<file path="src/design/bss_pkg.sv">
// Shared types and constants of the bass step sequencer.
`default_nettype none

package bss_pkg;

    localparam int ADDR_W = 4;

    // Register map, word index taken from paddr[3:2]
    typedef enum logic [1:0] {
        REG_TUNE_OFFSET   = 2'd0,
        REG_SWING_TICK    = 2'd1,
        REG_SWING_ENABLE  = 2'd2,
        REG_QUEUED_LENGTH = 2'd3
    } reg_idx_t;

    // Request codes
    localparam logic REQ_TICK   = 1'b0;
    localparam logic REQ_TOGGLE = 1'b1;

    localparam logic signed [5:0] TUNE_RESET   = 6'sd0;
    localparam logic [4:0]        SWING_RESET  = 5'd12;
    localparam logic [5:0]        LENGTH_RESET = 6'd16;

    localparam logic [7:0] BASE_NOTE     = 8'd40;
    localparam logic [4:0] TICKS_PER_BT  = 5'd24;
    localparam logic [4:0] STRAIGHT_TICK = 5'd12;
    localparam logic signed [6:0] GATE_OFF_A = 7'sd6;
    localparam logic signed [6:0] GATE_OFF_B = 7'sd18;
    localparam logic [14:0] PITCH_MAX    = 15'h7fff;

    // x*256/11 as (x*RECIP_11) >> RECIP_SHIFT, exact for x up to 63
    localparam logic [12:0] RECIP_11    = 13'd5958;
    localparam int          RECIP_SHIFT = 8;

    typedef struct packed {
        logic       req_type;
        logic [5:0] step_note;
        logic       step_rest;
        logic       step_slide;
        logic       step_accent;
    } req_t;

    typedef struct packed {
        logic        gate;
        logic [14:0] pitch;
        logic        accent;
        logic [4:0]  fetch_index;
        logic        running;
    } rsp_t;

endpackage

`default_nettype wire

</file>
<file path="src/design/bass_step_sequencer.sv">
// Top level of the bass step sequencer: config registers, step state and result register.
`default_nettype none

// Bass step sequencer, 24 ticks per beat. One word enters per clock: the whole
// state update for a tick or a start/stop word is done in the cycle it is
// accepted, and its result lands in an output register, so the sustained rate
// is one word per cycle while out_ready stays high. in_ready drops only while
// the output register holds a word that is not being taken. A playing tick and
// a stop each produce one result word; a start and a tick while stopped
// produce none. The host supplies on every tick the fields of the step named
// by the last result's fetch_index. Configuration goes through the APB port
// (word 0 tune, 1 swing tick, 2 swing enable, 3 queued length) and should be
// written while no word is in flight.
module bass_step_sequencer #(
    parameter int MAX_STEPS = 32
) (
    input  wire logic                       clk,
    input  wire logic                       rst_n,
    input  wire logic                       in_valid,
    output logic                            in_ready,
    input  wire bss_pkg::req_t              in_data,
    output logic                            out_valid,
    input  wire logic                       out_ready,
    output bss_pkg::rsp_t                   out_data,
    input  wire logic                       psel,
    input  wire logic                       penable,
    input  wire logic                       pwrite,
    input  wire logic [bss_pkg::ADDR_W-1:0] paddr,
    input  wire logic [31:0]                pwdata,
    output logic [31:0]                     prdata,
    output logic                            pready
);
    import bss_pkg::*;

    localparam int STEP_W = (MAX_STEPS > 1) ? $clog2(MAX_STEPS) : 1;

    // Configuration
    logic signed [5:0] tune_offset_reg;
    logic [4:0]        swing_tick_reg;
    logic              swing_enable_reg;
    logic [5:0]        queued_length_reg;
    reg_idx_t          reg_idx;
    logic              cfg_write;

    // Sequencer state
    logic                     running_reg, running_next;
    logic [STEP_W-1:0]        step_reg, step_next;
    logic [4:0]               tick_reg, tick_next;
    logic                     trig_reg, trig_next;
    logic                     swung_reg, swung_next;
    logic signed [11:0]       rate_reg, rate_next;
    logic [14:0]              pitch_reg, pitch_next;
    logic                     gate_reg, gate_next;
    logic                     accent_reg, accent_next;
    logic [5:0]               prev_note_reg, prev_note_next;
    logic                     prev_slides_reg, prev_slides_next;
    logic [5:0]               active_len_reg, active_len_next;

    logic out_valid_reg;
    rsp_t out_data_reg;

    logic accept;
    logic emit;
    logic rest;
    logic slides;
    logic fire;

    logic [14:0]        tgt_note;
    logic [14:0]        tgt_prev;
    logic signed [6:0]  note_diff;
    logic [5:0]         diff_mag;
    logic [18:0]        rate_prod;
    logic [10:0]        rate_mag;
    logic signed [11:0] rate_calc;
    logic [14:0]        pitch_base;
    logic signed [11:0] rate_cur;
    logic signed [16:0] pitch_sum;
    logic [14:0]        pitch_sat;
    logic [14:0]        pitch_new;

    logic [4:0]         tick_inc;
    logic [4:0]         s_tick;
    logic signed [6:0]  swing_shift;
    logic signed [6:0]  tick_s;
    logic               gate_off;
    logic               beat;
    logic               offbeat;
    logic               advance;
    logic [STEP_W:0]    step_inc;
    logic               wrap;

    function automatic logic [14:0] target_pitch(input logic [5:0] n,
                                                 input logic signed [5:0] tune);
        logic signed [8:0] s;
        begin
            s = $signed({1'b0, BASE_NOTE}) + $signed({3'b000, n}) + 9'(tune);
            if (s < 0)
                target_pitch = '0;
            else if (s > 9'sd127)
                target_pitch = PITCH_MAX;
            else
                target_pitch = {s[6:0], 8'h00};
        end
    endfunction

    // ---------------- APB register port ----------------
    assign pready    = 1'b1;
    assign reg_idx   = reg_idx_t'(paddr[3:2]);
    assign cfg_write = psel && penable && pwrite;

    always_comb
    begin
        case (reg_idx)
            REG_TUNE_OFFSET:   prdata = 32'(tune_offset_reg);
            REG_SWING_TICK:    prdata = {27'd0, swing_tick_reg};
            REG_SWING_ENABLE:  prdata = {31'd0, swing_enable_reg};
            REG_QUEUED_LENGTH: prdata = {26'd0, queued_length_reg};
            default:           prdata = '0;
        endcase
    end

    always_ff @(posedge clk or negedge rst_n)
    begin
        if (!rst_n)
        begin
            tune_offset_reg   <= TUNE_RESET;
            swing_tick_reg    <= SWING_RESET;
            swing_enable_reg  <= 1'b0;
            queued_length_reg <= LENGTH_RESET;
        end
        else if (cfg_write)
        begin
            case (reg_idx)
                REG_TUNE_OFFSET:   tune_offset_reg   <= $signed(pwdata[5:0]);
                REG_SWING_TICK:    swing_tick_reg    <= pwdata[4:0];
                REG_SWING_ENABLE:  swing_enable_reg  <= pwdata[0];
                REG_QUEUED_LENGTH: queued_length_reg <= pwdata[5:0];
                default:           ;
            endcase
        end
    end

    // ---------------- handshake ----------------
    assign in_ready = !out_valid_reg || out_ready;
    assign accept   = in_valid && in_ready;

    assign rest   = in_data.step_rest;
    assign slides = in_data.step_slide && !rest;
    assign fire   = trig_reg && !rest;

    // ---------------- pitch path ----------------
    assign tgt_note = target_pitch(in_data.step_note, tune_offset_reg);
    assign tgt_prev = target_pitch(prev_note_reg, tune_offset_reg);

    assign note_diff = $signed({1'b0, in_data.step_note}) - $signed({1'b0, prev_note_reg});
    assign diff_mag  = note_diff[6] ? 6'(-note_diff) : note_diff[5:0];
    assign rate_prod = 19'(diff_mag) * 19'(RECIP_11);
    assign rate_mag  = rate_prod[RECIP_SHIFT +: 11];
    // truncate toward zero: negate the magnitude
    assign rate_calc = note_diff[6] ? -$signed({1'b0, rate_mag}) : $signed({1'b0, rate_mag});

    always_comb
    begin
        if (fire && prev_slides_reg)
        begin
            pitch_base = tgt_prev;
            rate_cur   = rate_calc;
        end
        else if (fire)
        begin
            pitch_base = tgt_note;
            rate_cur   = '0;
        end
        else
        begin
            pitch_base = pitch_reg;
            rate_cur   = rate_reg;
        end
    end

    assign pitch_sum = $signed({2'b00, pitch_base}) + 17'(rate_cur);

    always_comb
    begin
        if (pitch_sum < 0)
            pitch_sat = '0;
        else if (pitch_sum > $signed({2'b00, PITCH_MAX}))
            pitch_sat = PITCH_MAX;
        else
            pitch_sat = pitch_sum[14:0];

        // clamp the glide at the target note
        if (rate_cur > 0 && pitch_sat > tgt_note)
            pitch_new = tgt_note;
        else if (rate_cur < 0 && pitch_sat < tgt_note)
            pitch_new = tgt_note;
        else
            pitch_new = pitch_sat;
    end

    // ---------------- tick and step path ----------------
    assign tick_inc    = tick_reg + 5'd1;
    assign s_tick      = swing_enable_reg ? swing_tick_reg : STRAIGHT_TICK;
    assign swing_shift = swing_enable_reg ? ($signed({2'b00, swing_tick_reg})
                                             - $signed({2'b00, STRAIGHT_TICK})) : 7'sd0;
    assign tick_s      = $signed({2'b00, tick_inc});
    assign gate_off    = !slides && (tick_s == GATE_OFF_A - swing_shift
                                     || tick_s == GATE_OFF_B + swing_shift);
    assign beat        = (tick_inc == TICKS_PER_BT);
    assign offbeat     = !beat && (tick_inc >= s_tick) && !swung_reg;
    assign advance     = beat || offbeat;
    assign step_inc    = {1'b0, step_reg} + (STEP_W+1)'(advance);
    assign wrap        = (7'(step_inc) >= {1'b0, active_len_reg})
                         || (32'(step_inc) >= 32'(MAX_STEPS));

    always_comb
    begin
        running_next     = running_reg;
        step_next        = step_reg;
        tick_next        = tick_reg;
        trig_next        = trig_reg;
        swung_next       = swung_reg;
        rate_next        = rate_reg;
        pitch_next       = pitch_reg;
        gate_next        = gate_reg;
        accent_next      = accent_reg;
        prev_note_next   = prev_note_reg;
        prev_slides_next = prev_slides_reg;
        active_len_next  = active_len_reg;
        emit             = 1'b0;

        if (accept)
        begin
            if (in_data.req_type == REQ_TOGGLE)
            begin
                active_len_next = queued_length_reg;
                if (running_reg)
                begin
                    running_next     = 1'b0;
                    step_next        = '0;
                    tick_next        = '0;
                    trig_next        = 1'b0;
                    swung_next       = 1'b0;
                    rate_next        = '0;
                    gate_next        = 1'b0;
                    prev_note_next   = '0;
                    prev_slides_next = 1'b0;
                    emit             = 1'b1;
                end
                else
                begin
                    running_next = 1'b1;
                    trig_next    = 1'b1;
                end
            end
            else if (running_reg)
            begin
                emit       = 1'b1;
                rate_next  = rate_cur;
                pitch_next = pitch_new;
                if (fire)
                begin
                    trig_next = 1'b0;
                    gate_next = 1'b1;
                    if (!prev_slides_reg)
                        accent_next = in_data.step_accent;
                end
                if (gate_off)
                    gate_next = 1'b0;

                tick_next = beat ? 5'd0 : tick_inc;
                if (beat)
                    swung_next = 1'b0;
                else if (offbeat)
                    swung_next = 1'b1;

                if (advance)
                begin
                    trig_next        = 1'b1;
                    prev_note_next   = in_data.step_note;
                    prev_slides_next = slides;
                end
                step_next = step_inc[STEP_W-1:0];

                if (wrap)
                begin
                    trig_next       = 1'b1;
                    active_len_next = queued_length_reg;
                    step_next       = '0;
                end
            end
        end
    end

    always_ff @(posedge clk or negedge rst_n)
    begin
        if (!rst_n)
        begin
            running_reg     <= 1'b0;
            step_reg        <= '0;
            tick_reg        <= '0;
            trig_reg        <= 1'b0;
            swung_reg       <= 1'b0;
            rate_reg        <= '0;
            pitch_reg       <= '0;
            gate_reg        <= 1'b0;
            accent_reg      <= 1'b0;
            prev_note_reg   <= '0;
            prev_slides_reg <= 1'b0;
            active_len_reg  <= LENGTH_RESET;
            out_valid_reg   <= 1'b0;
        end
        else
        begin
            running_reg     <= running_next;
            step_reg        <= step_next;
            tick_reg        <= tick_next;
            trig_reg        <= trig_next;
            swung_reg       <= swung_next;
            rate_reg        <= rate_next;
            pitch_reg       <= pitch_next;
            gate_reg        <= gate_next;
            accent_reg      <= accent_next;
            prev_note_reg   <= prev_note_next;
            prev_slides_reg <= prev_slides_next;
            active_len_reg  <= active_len_next;
            if (emit)
                out_valid_reg <= 1'b1;
            else if (out_ready)
                out_valid_reg <= 1'b0;
        end
    end

    // result word, no reset needed
    always_ff @(posedge clk)
    begin
        if (emit)
        begin
            out_data_reg.gate        <= gate_next;
            out_data_reg.pitch       <= pitch_next;
            out_data_reg.accent      <= accent_next;
            out_data_reg.fetch_index <= 5'(step_next);
            out_data_reg.running     <= running_next;
        end
    end

    assign out_valid = out_valid_reg;
    assign out_data  = out_data_reg;

endmodule

`default_nettype wire

</file>
<file path="config.mk">
export PLATFORM = sky130hd
export DESIGN_NAME = bass_step_sequencer
export DESIGN_NICKNAME = d
export VERILOG_FILES = /design/src/design/bss_pkg.sv /design/src/design/bass_step_sequencer.sv
export SDC_FILE = /design/constraint.sdc
export NUM_CORES = 1
export LEC_CHECK = 0
export BUFFER_PORTS_ARGS = -buffer_cell sky130_fd_sc_hd__clkbuf_2
export CAP_MARGIN = 30
export CORE_UTILIZATION = 58
export DETAILED_ROUTE_END_ITERATION = 10
export PLACE_DENSITY_LB_ADDON = 0.08
export SLEW_MARGIN = 20
export SYNTH_ARGS = -nofsm -noshare
export SYNTH_HDL_FRONTEND = slang
export SYNTH_SLANG_ARGS = --single-unit
</file>
<file path="constraint.sdc">
create_clock -name clk -period 12.5 [get_ports clk]
set_clock_uncertainty 0.1 [all_clocks]
set_input_delay 1.25 -clock clk [delete_from_list [all_inputs] [get_ports clk]]
set_output_delay 1.25 -clock clk [all_outputs]
set_load 0.01 [all_outputs]
</file>
; After elaboration in Yosys (flattened, before gate mapping)
; Index checks and enable logic that the tools add are counted.
[totals]
ff_bits = 97
latchBits = 0
ramBits = 0
mem_bits_ro = 0
inputBits = 53
output_inout_bits = 58
wordCells = 161
memories = 0
[classes]
add_sub_neg = 13
n_mul = 1
n_div = 0
order_cmp = 13
n_eq_ne = 6
n_shift = 0
mux = 70
bitwise = 0
reduce_logical = 36
[ops]
columns = op, n
row1 = 2-to-1 mux 15 bit, 13
row2 = one-hot mux 32 bit (4 select lines), 1
row3 = 2-to-1 mux 12 bit, 6
row4 = 2-to-1 mux 5 bit, 10
row5 = 2-to-1 mux 6 bit, 8
row6 = 2-to-1 mux 1 bit, 31
row7 = adder 8 x 6 -> 9 bit, 2
row8 = "> comparator 9 x 8 -> 1 bit, second input constant", 2
row9 = "less-than comparator 9 x 1 -> 1 bit, second input constant", 2
row10 = "multiplier 6 x 12 -> 18 bit, second input constant", 1
row11 = adder 16 x 12 -> 17 bit, 1
row12 = "> comparator 17 x 16 -> 1 bit, second input constant", 1
row13 = "less-than comparator 17 x 1 -> 1 bit, second input constant", 1
row14 = > comparator 15 bit, 1
row15 = less-than comparator 15 bit, 1
row16 = "adder 6 x 6 -> 7 bit, first input constant", 2
row17 = == test 6 x 7 -> 1 bit, 2
row18 = "> comparator 12 x 1 -> 1 bit, second input constant", 1
row19 = "less-than comparator 12 x 1 -> 1 bit, second input constant", 1
row20 = negator 11 -> 12 bit, 1
row21 = AND reduction 3 bit, 4
row22 = logical AND 1 bit, 11
row23 = AND reduction 2 bit, 5
row24 = nonzero test 2 bit, 4
row25 = other kinds (19), 27

; Depth between registers and ports, before layout
[logic_depth]
depth_word = 18
ltp_mapped = 54
ltp_nobuf = 51

; Worst setup path after synthesis
; No wires, ideal clock.
[synth_timing]
path_type = input port to flip-flop
start = input port in_data[3] (netlist bit)
end = register out_data_reg, in the netlist out_data[19] (data pin)
setup_time_ns = 0.164
arrival_ns = 10.839
required_ns = 12.236
setup_slack_ns = 1.397
cell_stages = 51
path_buffers = 4
cell_sequence = inv_1 > ha_1 > inv_1 > fa_1 > a211oi_2 > o21bai_1 > a21oi_1 > clkbuf_1 > nand2_1 > o21ai_0 > fa_1 > ha_1 > inv_1 > fa_1 > inv_1 > ha_1 > buf_2 > o21ai_1 > [... 15 more ...] > xor2_1 > clkbuf_1 > nor2_1 > nor2_1 > ha_1 > nor2b_1 > o21a_1 > o21a_1 > o21ai_0 > nand2b_1 > a21oi_1 > o21ai_0 > nand2_1 > or3b_2 > nand3_1 > o21ba_4 > buf_6 > o221ai_2
[synth_between]
elab_chain_cells = 18
word_cells_on_any_way = 31
cone_classes = add/sub (6) / mul (1) / order compare (8) / mux (14) / reduce/logical (2)
[synth_rtl]
columns = element, line_no
row1 = from (decl), bass_step_sequencer.sv:21  ; input wire bss_pkg::req_t in_data,
row2 = subtractor 6 x 6 -> 7 bit / adder 6 x 6 -> 7 bit (equally long branches), "bass_step_sequencer.sv:155, bass_step_sequencer.sv:96"
row3 = negator 6 bit / adder 8 x 6 -> 9 bit (equally long branches), "bass_step_sequencer.sv:156, bass_step_sequencer.sv:96"
row4 = 2-to-1 mux 6 bit / > comparator 9 x 8 -> 1 bit (equally long branches), "bass_step_sequencer.sv:156, bass_step_sequencer.sv:99"
row5 = multiplier 6 x 12 -> 18 bit / 2-to-1 mux 15 bit (equally long branches), "bass_step_sequencer.sv:157, bass_step_sequencer.sv:99"
row6 = negator 11 -> 12 bit / 2-to-1 mux 15 bit (equally long branches), "bass_step_sequencer.sv:160, bass_step_sequencer.sv:97"
row7 = 2-to-1 mux 12 bit / 2-to-1 mux 15 bit (equally long branches), "bass_step_sequencer.sv:160, bass_step_sequencer.sv:169"
row8 = 2-to-1 mux 12 bit / 2-to-1 mux 15 bit (equally long branches), bass_step_sequencer.sv:164  ; if (fire && prev_slides_reg)
row9 = adder 16 x 12 -> 17 bit, bass_step_sequencer.sv:181  ; assign pitch_sum = $signed({2'b00, pitch_base}) + 17'(rate_cur);
row10 = [... 3 more ...], n/a
row11 = less-than comparator 15 bit, bass_step_sequencer.sv:195  ; else if (rate_cur < 0 && pitch_sat < tgt_note)
row12 = logical AND 1 bit, bass_step_sequencer.sv:195
row13 = 2-to-1 mux 15 bit, bass_step_sequencer.sv:195
row14 = 2-to-1 mux 15 bit (*), bass_step_sequencer.sv:193  ; if (rate_cur > 0 && pitch_sat > tgt_note)
row15 = 2-to-1 mux 15 bit (*), bass_step_sequencer.sv:256  ; else if (running_reg)
row16 = 2-to-1 mux 15 bit (*), bass_step_sequencer.sv:234  ; if (in_data.req_type == REQ_TOGGLE)
row17 = 2-to-1 mux 15 bit (*), bass_step_sequencer.sv:232  ; if (accept)
row18 = named net pitch_next[12], bass_step_sequencer.sv:52  ; logic [14:0] pitch_reg, pitch_next;
row19 = to (decl), bass_step_sequencer.sv:60  ; rsp_t out_data_reg;
; Mark *: on every way through the listed nets, which the timed path passes. The rest lies on a longest branch.
; A chain may end at the register's enable or synchronous reset.

; Final worst setup path
[layout_timing]
start = input port in_data[3] (netlist bit)
end = register out_data_reg, in the netlist out_data[17] (data pin)
; Same word-level chain as after synthesis.

==> impl_metrics.py <==
metrics = {
    "critical_path": {
        "crit_path_start_kind": "input port",
        "critPathRequiredTime_ps": 12540,
        "crit_path_max_incr_delay_ps": 520,
        "critPathTopFamily": "compound AO/OA/AOI/OAI gates",
        "crit_arrival_ps": 11810,
        "crit_type": "in2reg",
        "critical_path.most_common_cell": "nor2_1",
        "cp_slowest_cell": "fa_1",
        "worstPathMaxFanout": 15,
        "endpoint_kind": "flop",
        "crit_buf_inv": 7,
    },
    "status": {
        "status": "finished clean",
    },
    "sta": {
        "setup_viol": 0,
        "hold_violations": 0,
        "tightest_slew_ps": 928,
        "whs_ps": 399,
        "drv_slew": 0,
        "fin_crit_ps": 11760,
        "setup_tns_ps": 0,
        "fin_crit_sh": 0.941,
        "slew_headroom": 0.377,
        "rsz0062_at_grt": "false",
        "max_freq_ghz": 0.0850,
    },
    "die": {
        "die-area_mm2": 0.0158,
        "rows": 44,
        "pin_count": 111,
        "initial_core_util": 0.602,
        "dieHeight_um": 126,
        "die-width_um": 126,
        "coreArea_mm2": 0.0148,
    },
    "final_layout": {
        "layout_commonest_cell": "ha_1",
        "largest_reg_flops": 23,
        "final_nets": 1225,
        "antenna_cells": 0,
        "utilization": 0.653,
        "area_growth_pct": 8.55,
        "final_cell_mix": "ha_1, nand2_1, nor2_1, clkbuf_2",
        "drive_gt1_frac": 0.164,
    },
    "placed_design": {
        "gp_congestion": 0.886,
        "place_hpwl_um": 15200,
        "port_buffers": 81,
    },
    "cts": {
        "cts.path.max_buffers": 2,
        "root_buffer": "clkbuf_16",
        "clock_latency_ps": 360,
        "cts_hold_buf": 0,
        "clkSinkCount": 97,
        "cts.clk_slew.worst_paths_ps": 70,
        "h-tree-depth": 3,
        "cts_tree": "done",
        "cts_buffers": 9,
    },
    "grt": {
        "grt.busiest_layer": "met2",
        "antenna_found_initial": 0,
        "grt_max_degree": 75,
        "grt_usage": 0.259,
        "use_met1": 0.380,
        "grt_pass1_wl_um": 32800,
        "use_met3": 0.0408,
        "met2_usage": 0.402,
        "grt_pass1_vias": 6685,
        "grt.overflow.total": 0,
    },
    "drt": {
        "drt-total-wl_um": 19600,
        "routedWlPerCell_um": 15.8,
        "drt_iter0_drc": 391,
        "vias": 7167,
        "ant_nets": 0,
        "drt_pass1_iterations": 5,
        "via_per_inst": 5.78,
        "route.detailed.drc": 0,
    },
    "logic_synthesis": {
        "avgSynthCellArea_um2": 8.92,
        "yosysSeqAreaShare": 0.287,
        "yosys_most_used_dff": "dfrtp_1",
        "syn_area_mm2": 0.00888,
        "synth.ff_latch_count": 97,
        "syn_inst": 996,
        "synth.distinct_cells": 77,
        "yosysWarnings": 0,
        "syn_nets": 1170,
        "synth-edff-count": 23,
        "synth-async-reset-ratio": 0.763,
    },
    "hold_path": {
        "min_path_type": "reg2reg",
    },
    "run": {
        "cap_viol_max_count": 0,
    },
}
## stage by stage
stage	std cells	instance area (µm²)	setup slack, ps
2_1_floorplan	996	8880	1400
3_3_place_gp	1221	9300	516
3_5_place_dp	1221	9300	447
4_1_cts	1237	9590	760
5_1_grt	1240	9640	6.54
6_report	1240	9640	736
## final cells by class
cell class,count,area [µm²]
fill,1308,5110
multi-input combinational,775,5760
sequential,97,2550
tap,184,230
inverter,71,267
clock buffer,10,239
clock inverter,6,51.3
timing repair buffer,97,546
## final timing paths
| check | startpoint | endpoint | slack, ps | depth (start not counted) |
|---|---|---|---|---|
| setup / recovery | in_data[3] | out_data[17] | 740 | 48 |
| hold / removal | accent_reg | accent_reg | 400 | 1 |
| setup reg to reg | prev_note_reg[0] | out_data[17] | 1330 | 46 |
| hold reg to reg | accent_reg | accent_reg | 400 | 1 |
| max in group asynchronous | rst_n | swing_tick_reg[3] | 11010 | 2 |
| min in group asynchronous | rst_n | rate_reg[10] | 660 | 1 |
## routing by layer
layer | routed length, µm | vias to the layer above
li1 | - | 3644
met2 | 8380 | 159
met4 | 216 | 0
met1 | 10300 | 3347
met5 | 0 | -
met3 | 679 | 17
## what timing repair did
action                                  in CTS  in global routing
gates resized for setup                      0                  3
setup buffers                                0                  0
endpoints found under the setup margin       0                 14
## cell families (layout without fill, tap and decap cells)
| logic type | count (synthesis) | after routing | share of synthesized area |
|---|---|---|---|
| buffers and inverters | 124 | 184 | 0.0657 |
| AOI/OAI and AO/OA | 256 | 256 | 0.206 |
| muxes | 28 | 28 | 0.0359 |
| adders and majority gates | 121 | 121 | 0.181 |
| xor gates and xnor gates | 70 | 70 | 0.0690 |
| other | 1 | 1 | 0.000422 |
| and+or+nand+nor | 299 | 299 | 0.156 |
| DFF | 97 | 97 | 0.287 |
## synth_stat cells (19+ instances only)
cell type / count / area [µm²]
nand3_1: 30 / 150
o21ai_0: 69 / 345
edfxtp_1: 23 / 691
buf_4: 26 / 195
inv_1: 70 / 263
a21oi_1: 38 / 190
xor2_1: 24 / 210
nor2_1: 86 / 323
xnor2_1: 46 / 403
clkbuf_1: 19 / 71.3
mux2_2: 21 / 236
dfrtp_1: 70 / 1750
ha_1: 109 / 1360
nand2_1: 99 / 372
## worst register-to-register path, delay by kind of cell (launching register included)
| family | cells | cell delay (ps) |
|---|---|---|
| XOR/XNOR | 3 | 730 |
| flip-flops | 1 | 440 |
| adder cells (fa/ha/maj) | 8 | 2910 |
| buffers and inverters | 5 | 560 |
| AND/OR/NAND/NOR | 9 | 1330 |
| AO/OA/AOI/OAI | 21 | 4880 |
Power is left out: the tool's default activity adds up to more than one toggle a clock period on the data nets, which glitch-free logic cannot reach.
